`config.mk`:
```
export PLATFORM = sky130hd
export DESIGN_NAME = sliding_window_rate_limiter
export DESIGN_NICKNAME = d
export VERILOG_FILES = /design/src/rtl/swrl_pkg.sv /design/src/rtl/swrl_age_cmp.sv /design/src/rtl/swrl_ring.sv /design/src/rtl/sliding_window_rate_limiter.sv
export VERILOG_INCLUDE_DIRS = /design/src /design/src/rtl
export SDC_FILE = /design/constraint.sdc
export NUM_CORES = 1
export LEC_CHECK = 0
export ABC_AREA = 1
export BUFFER_PORTS_ARGS = -buffer_cell sky130_fd_sc_hd__buf_2
export CAP_MARGIN = 20
export CORE_ASPECT_RATIO = 1.1
export CORE_MARGIN = 3
export CORE_UTILIZATION = 38
export CTS_BUF_LIST = sky130_fd_sc_hd__clkbuf_16
export CTS_CLUSTER_SIZE = 16
export DETAILED_ROUTE_END_ITERATION = 7
export GPL_TIMING_DRIVEN = 0
export PLACE_DENSITY_LB_ADDON = 0.25
export SLEW_MARGIN = 20
export SYNTH_ARGS = -nofsm -noshare
export SYNTH_HDL_FRONTEND = slang
export SYNTH_SLANG_ARGS = --single-unit
```
`constraint.sdc`:
```
create_clock -name clock -period 6.49 [get_ports clock]
set_input_delay 1.298 -clock clock [delete_from_list [all_inputs] [get_ports clock]]
set_output_delay 1.298 -clock clock [all_outputs]
set_load 0.02 [all_outputs]
```
`src/rtl/sliding_window_rate_limiter_macros.svh`:
```
// assertion macros shared by the rate limiter modules
`ifndef SLIDING_WINDOW_RATE_LIMITER_MACROS_SVH
`define SLIDING_WINDOW_RATE_LIMITER_MACROS_SVH

// same-cycle implication, checked on the rising clock edge
`define SWRL_ASSERT_NOW(label, clk, rst, ante, cons) \
   label: assert property (@(posedge clk) disable iff (rst) (ante) |-> (cons)) \
      else $error("swrl check failed");

// next-cycle implication, checked on the rising clock edge
`define SWRL_ASSERT_NEXT(label, clk, rst, ante, cons) \
   label: assert property (@(posedge clk) disable iff (rst) (ante) |=> (cons)) \
      else $error("swrl check failed");

`endif

```
`src/rtl/swrl_pkg.sv`:
```
// package: widths, reset values, register indexes and control types of the rate limiter
package swrl_pkg;

   localparam int RING_DEPTH_DEFAULT = 16;

   localparam int STAMP_W      = 32;
   localparam int TOTAL_W      = 32;
   localparam int MAX_ADMITS_W = 5;
   localparam int WINDOW_W     = 16;
   localparam int CSR_INDEX_W  = 1;
   localparam int CSR_DATA_W   = 16;
   localparam int REQ_DATA_W   = 32;
   localparam int RSP_DATA_W   = 72;

   localparam logic [MAX_ADMITS_W-1:0] MAX_ADMITS_RESET = 5'd16;
   localparam logic [WINDOW_W-1:0]     WINDOW_RESET     = 16'd1000;
   localparam logic [TOTAL_W-1:0]      TOTAL_MAX        = '1;

   localparam logic [CSR_INDEX_W-1:0] CSR_MAX_ADMITS = 1'b0;
   localparam logic [CSR_INDEX_W-1:0] CSR_WINDOW     = 1'b1;

   // sequencer to ring: one stamp removed from the oldest end, one appended
   typedef struct packed {
      logic pop;
      logic push;
   } ring_ctrl_type;

endpackage

```
`src/rtl/swrl_age_cmp.sv`:
```
// shared age compare unit: modular age of a stamp against the window length
module swrl_age_cmp
   import swrl_pkg::*;
(
   input  logic [STAMP_W-1:0]  now_time,
   input  logic [STAMP_W-1:0]  stamp,
   input  logic [WINDOW_W-1:0] window_length,
   output logic                expired
);

   logic [STAMP_W-1:0] age;

   // age wraps modulo 2^32
   assign age     = now_time - stamp;
   assign expired = (age >= STAMP_W'(window_length));

endmodule

```
`src/rtl/swrl_ring.sv`:
```
// stamp ring: memory of admitted stamps with head pointer and fill count
`include "sliding_window_rate_limiter_macros.svh"

module swrl_ring
   import swrl_pkg::*;
#(
   parameter int RING_DEPTH = RING_DEPTH_DEFAULT,
   parameter int IDX_W      = (RING_DEPTH > 1) ? $clog2(RING_DEPTH) : 1,
   parameter int CNT_W      = $clog2(RING_DEPTH + 1)
) (
   input  logic               clock,
   input  logic               reset,
   input  ring_ctrl_type      ctrl,
   input  logic [STAMP_W-1:0] push_stamp,
   output logic [STAMP_W-1:0] head_stamp,
   output logic [CNT_W-1:0]   count
);

   localparam int SUM_W = CNT_W + 1;

   logic [STAMP_W-1:0] mem [RING_DEPTH];
   logic [STAMP_W-1:0] rd_data_ff;
   logic [IDX_W-1:0]   head_ff, head_in;
   logic [CNT_W-1:0]   count_ff, count_in;
   logic [SUM_W-1:0]   tail_sum;
   logic [IDX_W-1:0]   tail_idx;

   // tail = (head + count) mod depth, one compare and subtract
   always_comb begin
      tail_sum = SUM_W'(head_ff) + SUM_W'(count_ff);
      if (tail_sum >= SUM_W'(RING_DEPTH)) begin
         tail_sum = tail_sum - SUM_W'(RING_DEPTH);
      end
      tail_idx = tail_sum[IDX_W-1:0];
   end

   always_comb begin
      head_in  = head_ff;
      count_in = count_ff;
      if (ctrl.pop) begin
         head_in  = (head_ff == IDX_W'(RING_DEPTH - 1)) ? '0 : head_ff + 1'b1;
         count_in = count_ff - 1'b1;
      end else if (ctrl.push) begin
         count_in = count_ff + 1'b1;
      end
   end

   always_ff @(posedge clock) begin
      if (reset) begin
         head_ff  <= '0;
         count_ff <= '0;
      end else begin
         head_ff  <= head_in;
         count_ff <= count_in;
      end
   end

   // registered read of the oldest entry, write at the tail
   always_ff @(posedge clock) begin
      rd_data_ff <= mem[head_ff];
      if (ctrl.push) begin
         mem[tail_idx] <= push_stamp;
      end
   end

   assign head_stamp = rd_data_ff;
   assign count      = count_ff;

   `SWRL_ASSERT_NOW(a_pop_nonempty, clock, reset, ctrl.pop, count_ff != '0)
   `SWRL_ASSERT_NOW(a_push_room, clock, reset, ctrl.push, count_ff < CNT_W'(RING_DEPTH))
   `SWRL_ASSERT_NEXT(a_pop_count, clock, reset, ctrl.pop,
                     count_ff == CNT_W'($past(count_ff) - 1'b1))

endmodule

```
`src/rtl/sliding_window_rate_limiter.sv`:
```
// top level: sliding window rate limiter with a stamp ring and one age comparator
//
//   channel   direction  handshake              payload
//   req       in         req_tvalid/req_tready  tdata: now_time
//   rsp       out        rsp_tvalid/rsp_tready  tdata: admitted, admitted_total, dropped_total
//   csr       in         csr_we                 csr_index, csr_wdata
//
// a request ends in ST_CHECK; each expired stamp adds a pop, then an ST_SETTLE step:
// the single age comparator checks one ring entry per pass and the ring read is registered
// synchronous active-high reset; no clearing pass, ring entries are only read once written
// a result waits in the output register; the next request is taken meanwhile and
// stalls in its decide step until the output register frees up
`include "sliding_window_rate_limiter_macros.svh"

module sliding_window_rate_limiter
   import swrl_pkg::*;
#(
   parameter int RING_DEPTH = RING_DEPTH_DEFAULT
) (
   input  logic                   clock,
   input  logic                   reset,
   // request transaction
   input  logic                   req_tvalid,
   output logic                   req_tready,
   input  logic [REQ_DATA_W-1:0]  req_tdata,   // [31:0] now_time
   // response transaction
   output logic                   rsp_tvalid,
   input  logic                   rsp_tready,
   output logic [RSP_DATA_W-1:0]  rsp_tdata,   // [0] admitted, [32:1] admitted_total,
                                               // [64:33] dropped_total, [71:65] zero
   // register writes
   input  logic                   csr_we,
   input  logic [CSR_INDEX_W-1:0] csr_index,
   input  logic [CSR_DATA_W-1:0]  csr_wdata
);

   localparam int IDX_W = (RING_DEPTH > 1) ? $clog2(RING_DEPTH) : 1;
   localparam int CNT_W = $clog2(RING_DEPTH + 1);
   localparam int LIM_W = (CNT_W > MAX_ADMITS_W) ? CNT_W : MAX_ADMITS_W;

   // one-hot sequencer states
   typedef enum logic [2:0] {
      ST_IDLE   = 3'b001,  // ready for a request
      ST_SETTLE = 3'b010,  // ring read of the new head in flight
      ST_CHECK  = 3'b100   // compare the head stamp, pop or decide
   } state_type;

   state_type              state_ff, state_in;
   logic [STAMP_W-1:0]     now_ff, now_in;
   logic [MAX_ADMITS_W-1:0] max_admits_ff, max_admits_in;
   logic [WINDOW_W-1:0]    window_ff, window_in;
   logic [TOTAL_W-1:0]     admit_ff, admit_in;
   logic [TOTAL_W-1:0]     drop_ff, drop_in;
   logic                   rsp_valid_ff, rsp_valid_in;
   logic                   admitted_ff, admitted_in;

   ring_ctrl_type          ring_ctrl;
   logic [STAMP_W-1:0]     head_stamp;
   logic [CNT_W-1:0]       ring_count;
   logic                   expired;
   logic                   ring_full;
   logic                   out_free;
   logic                   req_take;

   swrl_ring #(
      .RING_DEPTH (RING_DEPTH),
      .IDX_W      (IDX_W),
      .CNT_W      (CNT_W)
   ) u_ring (
      .clock      (clock),
      .reset      (reset),
      .ctrl       (ring_ctrl),
      .push_stamp (now_ff),
      .head_stamp (head_stamp),
      .count      (ring_count)
   );

   swrl_age_cmp u_age_cmp (
      .now_time      (now_ff),
      .stamp         (head_stamp),
      .window_length (window_ff),
      .expired       (expired)
   );

   // limit is the smaller of the register and the ring depth
   assign ring_full = (LIM_W'(ring_count) >= LIM_W'(max_admits_ff))
                   || (ring_count == CNT_W'(RING_DEPTH));
   assign out_free  = !rsp_valid_ff || rsp_tready;
   assign req_take  = req_tvalid && req_tready;

   // register writes
   always_comb begin
      max_admits_in = max_admits_ff;
      window_in     = window_ff;
      if (csr_we) begin
         case (csr_index)
            CSR_MAX_ADMITS: begin
               max_admits_in = csr_wdata[MAX_ADMITS_W-1:0];
            end
            CSR_WINDOW: begin
               window_in = csr_wdata[WINDOW_W-1:0];
            end
            default: begin
            end
         endcase
      end
   end

   // sequencer: expire from the oldest end, then admit or refuse
   always_comb begin
      state_in     = state_ff;
      now_in       = now_ff;
      admit_in     = admit_ff;
      drop_in      = drop_ff;
      admitted_in  = admitted_ff;
      rsp_valid_in = rsp_valid_ff && !rsp_tready;
      ring_ctrl    = '0;
      case (state_ff)
         ST_IDLE: begin
            if (req_tvalid) begin
               now_in   = req_tdata[STAMP_W-1:0];
               state_in = ST_CHECK;
            end
         end
         ST_SETTLE: begin
            state_in = ST_CHECK;
         end
         ST_CHECK: begin
            if ((ring_count != '0) && expired) begin
               ring_ctrl.pop = 1'b1;
               state_in      = ST_SETTLE;
            end else if (out_free) begin
               rsp_valid_in = 1'b1;
               state_in     = ST_IDLE;
               if (ring_full) begin
                  admitted_in = 1'b0;
                  drop_in     = (drop_ff == TOTAL_MAX) ? drop_ff : drop_ff + 1'b1;
               end else begin
                  ring_ctrl.push = 1'b1;
                  admitted_in    = 1'b1;
                  admit_in       = (admit_ff == TOTAL_MAX) ? admit_ff : admit_ff + 1'b1;
               end
            end
         end
         default: begin
            state_in = ST_IDLE;
         end
      endcase
   end

   always_ff @(posedge clock) begin
      if (reset) begin
         state_ff      <= ST_IDLE;
         admit_ff      <= '0;
         drop_ff       <= '0;
         rsp_valid_ff  <= 1'b0;
         max_admits_ff <= MAX_ADMITS_RESET;
         window_ff     <= WINDOW_RESET;
      end else begin
         state_ff      <= state_in;
         admit_ff      <= admit_in;
         drop_ff       <= drop_in;
         rsp_valid_ff  <= rsp_valid_in;
         max_admits_ff <= max_admits_in;
         window_ff     <= window_in;
      end
   end

   // payload registers
   always_ff @(posedge clock) begin
      now_ff      <= now_in;
      admitted_ff <= admitted_in;
   end

   assign req_tready = (state_ff == ST_IDLE);
   assign rsp_tvalid = rsp_valid_ff;
   // counters only move when a new result is loaded, so they stand in for the totals
   assign rsp_tdata  = {(RSP_DATA_W - 1 - 2 * TOTAL_W)'(0), drop_ff, admit_ff, admitted_ff};

   `SWRL_ASSERT_NEXT(a_take_to_check, clock, reset, req_take, state_ff == ST_CHECK)
   `SWRL_ASSERT_NEXT(a_stall_holds_totals, clock, reset, rsp_tvalid && !rsp_tready,
                     $stable(admit_ff) && $stable(drop_ff))
   `SWRL_ASSERT_NOW(a_push_not_full, clock, reset, ring_ctrl.push, !ring_full)

endmodule
```
==> summary.md, run 1 <==
| Metric | Value |
|---|---|
| Final setup fails | `0` |
| Die Ht | `302 um` |
| Placed wire-length estimate after detailed placement | `60.9 mm` |
| First-pass GRT wire length | `128 mm` |
| Static leakage | `12.8 nW` |
| Highest fanout seen on the critical path | `18` |
| Worst relative slew slack | `0.339` |
| Worst setup EP type | `register` |
| Number of vias per cell after detailed routing | `5.23` |
| Die Wd | `275 um` |
| Number of I/O port buffers | `120` |
| Adder-Cell Fraction of Synth Area | `0.0273` |
| Switching share of power | `0.247` |
| Overall routed net length | `85.0 mm` |
| Filler Cells Inserted | `7,334` |
| Transition time at the pin with the least slew margin | `0.991 ns` |
| Number of setup buffers added after CTS | `0` |
| IO Count | `128` |
| Placeable core area | `0.0781 sq mm` |
| DRC | `0` |
| Number of library cell types mapped by synthesis | `48` |
| Slowest stage cell, crit path | `sky130_fd_sc_hd__edfxtp_1` |
| Number of placed cells counting well taps | `4,064` |
| Avg WL per Cell | `20.3 um` |
| Number of design-rule violations left by the first detailed-router iteration | `2,100` |
| Slew Limit Fails | `0` |
| H-tree levels | `3` |
| Tightest hold margin | `0.463 ns` |
| Share of power burned in registers | `0.507` |
| CTS Hold Buffers Added | `0` |
| Fraction of synthesis flops using an asynchronous set or reset pin | `0` |
| Arrival @ worst endpoint | `6.25 ns` |
| Largest net degree at the start of global routing | `25` |
| Layout Area Growth over Synthesis | `15.7%` |
| Post-Synth XOR/XNOR Area | `0.0209` |
| Skew-Pair Late Insertion Delay | `0.62 ns` |
| Period utilization | `0.913` |
| Length of the first detailed-routing pass in iterations | `6` |
| CTS buffer count | `73` |
| Status | `completed` |
| Clk Tree Root Cell | `sky130_fd_sc_hd__clkbuf_16` |
| Clock buffer depth | `3` |
| Power density over the cells | `280 mW/mm^2` |
| Internal | `7.36 mW` |
| CTS tree | `built` |
| Overall global routing resource usage | `0.204` |
| Total cell area at the placement stage | `0.0326 sq mm` |
| Clock Pin Slew Worst Setup and Hold Paths | `0.06 ns` |
| Instance count of the mapped netlist | `2,874` |
| Starting utilization of the core area | `0.387` |
| Critical path class | `reg -> reg` |
| Buffers and inverters on the worst path | `5` |
| Final core occ | `0.447` |
| Sequential cell area fraction in the yosys report | `0.628` |
| Vias in the first global route | `21,000` |
| Number of gates given a new drive strength after cts | `0` |
| Hold WC Path Type | `reg -> reg` |
| Die Outline Area | `0.0829 sq mm` |
| Peak Freq | `0.169 GHz` |
| Leading register cell type out of synthesis | `sky130_fd_sc_hd__edfxtp_1` |
| Worst Setup Start Kind | `register` |
| Power spent charging and discharging nets | `2.42 mW` |
| Nets@finish | `3,222` |
| Post-Syn Area | `0.0302 sq mm` |
| Global placer's final weighted congestion | `0.945` |
| DR vias | `21,900` |
| Clock network power share | `0.409` |
| Final hold vios | `0` |
| Chain of cells forming the critical path | `inv_1 -> fa_1 -> inv_1 -> nand2_1 -> nand3_1 -> nand2_1 -> nand2_1 -> xor2_1 -> ha_1 -> inv_1 -> nor3_1 -> a211oi_1 -> nand3_1 -> nor2_1 -> nand2_1 -> nor2_2 -> nand2_4 -> nand2_4 -> nand3_1 -> inv_1 -> nand3_1 -> nor2_4 -> buf_16` |
| Clock sink total | `675` |
| Leftover overflow at the end of global routing | `0` |
| Number of violations of the max-capacitance limit | `0` |
| Main combinational cell family by area after synthesis | `simple AND/OR/NAND/NOR gates` |
| Initial antenna violation count | `1` |
| Number of warning messages in the yosys log | `0` |
| Post-route design area | `0.0349 sq mm` |
| Required time reported for the critical path endpoint | `6.82 ns` |
| Area share of and/or/nand/nor cells after synthesis | `0.168` |
| Logic pwr share | `0.084` |
| Post-Layout Cell Count | `4,196` |
| Number of enable flip-flop cells after synthesis | `545` |
| CP top delay family | `simple AND/OR/NAND/NOR gates` |
| Post-synthesis register bit count | `675` |
| Row count | `107` |
| Share of post-route cells with drive strength above 1 | `0.0987` |
| Synthesized-area fraction occupied by ao, oa, aoi and oai cells | `0.0880` |
| Time the final worst path needs with I/O delays and setup | `5.92 ns` |
| Peak supply drop | `246 uV` |
| Overall power after layout | `9.78 mW` |
| Mean cell area of the mapped netlist | `10.5 sq um` |
| Antenna Nets Post-Route | `0` |
| Multiplexer fraction of the synthesized cell area | `0.0166` |
| Max Clock Skew | `0.0282 ns` |
| Largest stage delay on the critical path | `0.99 ns` |
[synth_stat cells (all sizes together) (51+ instances only)]
library cell | count | area, sq um
a21oi | 99 | 495
nand3 | 135 | 686
o32ai | 78 | 683
ha | 61 | 763
clkbuf | 109 | 409
edfxtp | 545 | 16400
o21ai | 153 | 766
nor2 | 435 | 1670
inv | 253 | 950
nand2 | 502 | 1920
dfxtp | 130 | 2600
nand4 | 61 | 394
xor2 | 51 | 447
[layout make-up]
| cell class | count | area, sq um | share of cell area |
|---|---|---|---|
| flip-flops and latches | 675 | 19000 | 0.543 |
| multi-input cells | 1815 | 9840 | 0.282 |
| clock buffers | 74 | 1850 | 0.0530 |
| well taps | 1035 | 1290 | 0.0371 |
| repair buffers | 149 | 1010 | 0.0291 |
| inverters | 255 | 957 | 0.0274 |
| plain buffers | 135 | 562 | 0.0161 |
| clock inverters | 57 | 438 | 0.0125 |
| diodes | 1 | 2.50 | 0.0000716 |
[kinds of logic after synthesis]
| group | after synthesis |
|---|---|
| simple gates | 1207 |
| flops | 675 |
| compound gates | 415 |
| buf+inv | 390 |
| xor+xnor | 72 |
| fa+ha+maj | 64 |
| mux | 50 |
| other cells | 1 |
[final timing paths]
| check | startpoint | to | slack [ns] | depth (start not counted) |
|---|---|---|---|---|
| setup / recovery | now_ff[1] | u_ring.mem[11][19] | 0.57 | 23 |
| hold / removal | window_ff[11] | window_ff[11] | 0.46 | 2 |
| setup reg to reg | now_ff[1] | u_ring.mem[11][19] | 0.57 | 23 |
| hold reg to reg | window_ff[11] | window_ff[11] | 0.46 | 2 |
[sequential cells by signal, indices dropped and copies added, names as in the netlist]
name               flops
u_ring.mem           512
admit_ff              32
drop_ff               32
now_ff                32
u_ring.head_stamp     32
window_ff             16
max_admits_ff          5
u_ring.count           5
u_ring.head_ff         4
state_ff               3
admitted_ff            1
rsp_tvalid             1
[layer usage]
| metal | vias to the layer above | share of wire | wire length [um] | global-route usage |
|---|---|---|---|---|
| li1 | 10500 | - | - | - |
| met1 | 10600 | 0.43 | 36300 | 0.275 |
| met2 | 742 | 0.48 | 40800 | 0.341 |
| met3 | 121 | 0.071 | 6010 | 0.0310 |
| met4 | 0 | 0.022 | 1910 | 0.0579 |
| met5 | - | 0 | 0 | 0 |
[worst register-to-register path: cells and delay by family (launching register included)]
| family | cells | cell delay, ns |
|---|---|---|
| flops | 1 | 0.99 |
| xor+xnor | 1 | 0.22 |
| fa+ha+maj | 2 | 0.77 |
| simple gates | 14 | 2.60 |
| compound gates | 1 | 0.19 |
| buf+inv | 5 | 0.87 |
[power groups by stage]
stage	registers [mW]	clock network, mW	logic [mW]
after floorplan	4.96	0	0.572
final	4.95	4.00	0.826
after detailed placement	5.04	0	0.827
after CTS	4.95	4.07	0.831
after global routing	4.96	4.26	0.934
after global placement	5.05	0	0.805
[placed cells by master (no fill, tap or decap), drive strengths merged, types with 2 or more instances in the layout]
master  instances
edfxtp        545
nand2         502
nor2          435
inv           277
clkbuf        183
buf           175
o21ai         153
nand3         135
dfxtp         130
a21oi          99
o32ai          78
ha             61
nand4          61
xor2           51
mux2i          50
o221ai         50
nor3           44
clkinv         29
xnor2          21
o211ai         21
nor4           17
conb            7
o21a            5
bufinv          5
o21bai          4
and3            3
and2            3
nor3b           3
fa              3
or2             3
a21boi          2
[through the flow]
step | worst slack [ns] | setup TNS (ns)
final | 0.565 | 0
after global placement | -2.33 | -577.73
after detailed placement | 0.607 | 0
after global routing | -0.00379 | -0.00799
after floorplan | 0.786 | 0
after CTS | 0.585 | 0
Note: power is estimated with default switching activity, not from simulation.
==> run 2: changes to the inputs <==
--- a/config.mk
+++ b/config.mk
@@ -7,11 +7,11 @@
 export NUM_CORES = 1
 export LEC_CHECK = 0
 export ABC_AREA = 1
-export BUFFER_PORTS_ARGS = -buffer_cell sky130_fd_sc_hd__buf_2
+export BUFFER_PORTS_ARGS = -buffer_cell sky130_fd_sc_hd__buf_4
 export CAP_MARGIN = 20
 export CORE_ASPECT_RATIO = 1.1
 export CORE_MARGIN = 3
-export CORE_UTILIZATION = 38
+export CORE_UTILIZATION = 28
 export CTS_BUF_LIST = sky130_fd_sc_hd__clkbuf_16
 export CTS_CLUSTER_SIZE = 16
 export DETAILED_ROUTE_END_ITERATION = 7
==> summary.md, run 2 (synthesis results as in run 1) <==
| Metric | Value |
|---|---|
| Status | `completed` |
| Filler Cells Inserted | `10,800` |
| Period utilization | `0.930` |
| HP Start | `window_ff[2]` |
| Required time reported for the critical path endpoint | `6.83 ns` |
| Total cell area at the placement stage | `0.0334 sq mm` |
| Clock buffer depth | `3` |
| Max Clock Skew | `0.0283 ns` |
| Number of design-rule violations left by the first detailed-router iteration | `1,764` |
| Critical path class | `reg -> reg` |
| Nets@finish | `3,225` |
| Number of violations of the max-capacitance limit | `0` |
| Slew Limit Fails | `0` |
| Worst Setup Start Kind | `register` |
| Power density over the cells | `279 mW/mm^2` |
| Path depth of the worst reg2reg path | `24` |
| Peak Freq | `0.166 GHz` |
| Die Outline Area | `0.112 sq mm` |
| Placed wire-length estimate after detailed placement | `64.8 mm` |
| Final hold vios | `0` |
| Vias in the first global route | `21,200` |
| Layout Area Growth over Synthesis | `18.5%` |
| Highest fanout seen on the critical path | `17` |
| Overall global routing resource usage | `0.158` |
| Time the final worst path needs with I/O delays and setup | `6.04 ns` |
| Global placer's final weighted congestion | `0.908` |
| Number of I/O port buffers | `120` |
| Launch point of the worst reg-to-reg path | `now_ff[9]` |
| Number of setup buffers added after CTS | `0` |
| Register name with the most flops | `u_ring.mem` |
| CTS Hold Buffers Added | `0` |
| Worst relative slew slack | `0.269` |
| Die Wd | `319 um` |
| Most common cell after layout, fill and taps aside | `sky130_fd_sc_hd__edfxtp_1` |
| Largest net degree at the start of global routing | `25` |
| Skew-Pair Late Insertion Delay | `0.64 ns` |
| Number of gates given a new drive strength after cts | `0` |
| Setup repair after global routing missed its margin | `false` |
| Die Ht | `350 um` |
| IO Count | `128` |
| Overall routed net length | `90.1 mm` |
| Largest register FFs | `512` |
| Final core occ | `0.336` |
| Final setup fails | `0` |
| Static leakage | `12.9 nW` |
| Leftover overflow at the end of global routing | `0` |
| Clock sink total | `675` |
| Transition time at the pin with the least slew margin | `1.10 ns` |
| Reg-to-reg slack, setup | `0.45 ns` |
| Top library cells by usage in the layout, fill and taps aside | `sky130_fd_sc_hd__edfxtp_1 (545), sky130_fd_sc_hd__nand2_1 (496), sky130_fd_sc_hd__nor2_1 (412), sky130_fd_sc_hd__inv_1 (264), sky130_fd_sc_hd__o21ai_0 (150)` |
| Arrival @ worst endpoint | `6.38 ns` |
| Initial antenna violation count | `2` |
| Clk Tree Root Cell | `sky130_fd_sc_hd__clkbuf_16` |
| Share of post-route cells with drive strength above 1 | `0.100` |
| Length of the first detailed-routing pass in iterations | `5` |
| Row count | `125` |
| Clock Pin Slew Worst Setup and Hold Paths | `0.06 ns` |
| Antenna Nets Post-Route | `0` |
| Worst reg2reg path endpoint | `u_ring.mem[0][20]` |
| CTS tree | `built` |
| First-pass GRT wire length | `134 mm` |
| CTS buffer count | `76` |
| Hold path cells | `2` |
| H-tree levels | `3` |
| Post-route design area | `0.0358 sq mm` |
| DR vias | `21,700` |
| DRC | `0` |
| Worst-case hold path end point | `window_ff[2]` |
| Number of vias per cell after detailed routing | `4.76` |
| Avg WL per Cell | `19.7 um` |
| Hold WC Path Type | `reg -> reg` |
| Starting utilization of the core area | `0.284` |
| Peak supply drop | `220 uV` |
| Placeable core area | `0.106 sq mm` |
| Worst setup EP type | `register` |
run 2: cell count changes in the layout (fill, tap and decap cells not counted), moves of 2 or more:
cell / before / now
sky130_fd_sc_hd__buf_4: 21 / 141
sky130_fd_sc_hd__clkinv_1: 15 / 22
sky130_fd_sc_hd__buf_12: 10 / 13
sky130_fd_sc_hd__inv_1: 267 / 264
sky130_fd_sc_hd__clkinv_4: 1 / 3
sky130_fd_sc_hd__buf_2: 128 / 8
sky130_fd_sc_hd__clkbuf_16: 74 / 79
sky130_fd_sc_hd__buf_16: 3 / 0
run 2: layout make-up:
cell class / instances / area (sq um) / area share
Inverter: 255 / 957 / 0.0268
Clock inverter: 62 / 437 / 0.0122
Tap cell: 1397 / 1750 / 0.0488
Clock buffer: 79 / 1980 / 0.0552
Sequential cell: 675 / 19000 / 0.530
Buffer: 135 / 562 / 0.0157
Multi-Input combinational cell: 1815 / 9840 / 0.275
Timing Repair Buffer: 149 / 1290 / 0.0361
Antenna cell: 1 / 2.50 / 0.0000699
run 2: critical path, cell delays in order (launching register included):
cell,delay (ns)
sky130_fd_sc_hd__edfxtp_1,1.07
sky130_fd_sc_hd__ha_1,0.39
sky130_fd_sc_hd__nand2_1,0.13
sky130_fd_sc_hd__nor2_1,0.24
sky130_fd_sc_hd__nand2_1,0.11
sky130_fd_sc_hd__inv_1,0.06
sky130_fd_sc_hd__nand2_1,0.05
sky130_fd_sc_hd__nand2_1,0.13
sky130_fd_sc_hd__xor2_1,0.16
sky130_fd_sc_hd__ha_1,0.26
sky130_fd_sc_hd__a21oi_1,0.15
sky130_fd_sc_hd__nor3_1,0.06
sky130_fd_sc_hd__a211oi_1,0.19
sky130_fd_sc_hd__nand3_1,0.10
sky130_fd_sc_hd__nor2_1,0.09
sky130_fd_sc_hd__nand2_1,0.06
sky130_fd_sc_hd__nor2_2,0.14
sky130_fd_sc_hd__nand2_4,0.11
sky130_fd_sc_hd__nand2_4,0.13
sky130_fd_sc_hd__nand3_1,0.45
sky130_fd_sc_hd__nor3_2,0.75
sky130_fd_sc_hd__buf_6,0.24
sky130_fd_sc_hd__buf_4,0.22
sky130_fd_sc_hd__buf_4,0.22
sky130_fd_sc_hd__buf_4,0.19
run 2: stage by stage:
step                      cells  setup TNS, ns  total power, mW  worst slack, ns  hold WS, ns
after global routing       4568              0             10.4           0.0571        0.484
after global placement     4397        -650.70             5.89            -2.53        0.454
after CTS                  4567              0             10.1            0.473        0.469
after floorplan            2880              0             5.53            0.786        0.435
after detailed placement   4426              0             5.90            0.484        0.462
final                      4568              0             9.99            0.452        0.466
run 2: worst max-delay path by stage:
stage                     startpoint           endpoint  slack, ns
after floorplan            now_ff[0]  u_ring.mem[12][0]       0.79
after global placement     now_ff[9]  u_ring.mem[4][16]      -2.53
after detailed placement   now_ff[1]  u_ring.mem[0][22]       0.48
after CTS                  now_ff[1]  u_ring.mem[0][22]       0.47
after global routing       now_ff[9]  u_ring.mem[0][16]       0.06
final                      now_ff[9]  u_ring.mem[0][20]       0.45
run 2: routing by layer:
layer	vias to the layer above	part of all wire	routed length (um)	GRT usage
met5	-	0	0	0
met4	0	0.023	2120	0.0465
met3	114	0.056	5090	0.0258
met2	618	0.46	41700	0.259
met1	10500	0.46	41200	0.216
li1	10500	-	-	-
run 2: power breakdown:
part / internal (mW) / switching (mW) / total, mW
sequential: 4.80 / 0.156 / 4.96
clock: 2.41 / 1.78 / 4.18
combinational: 0.282 / 0.565 / 0.847
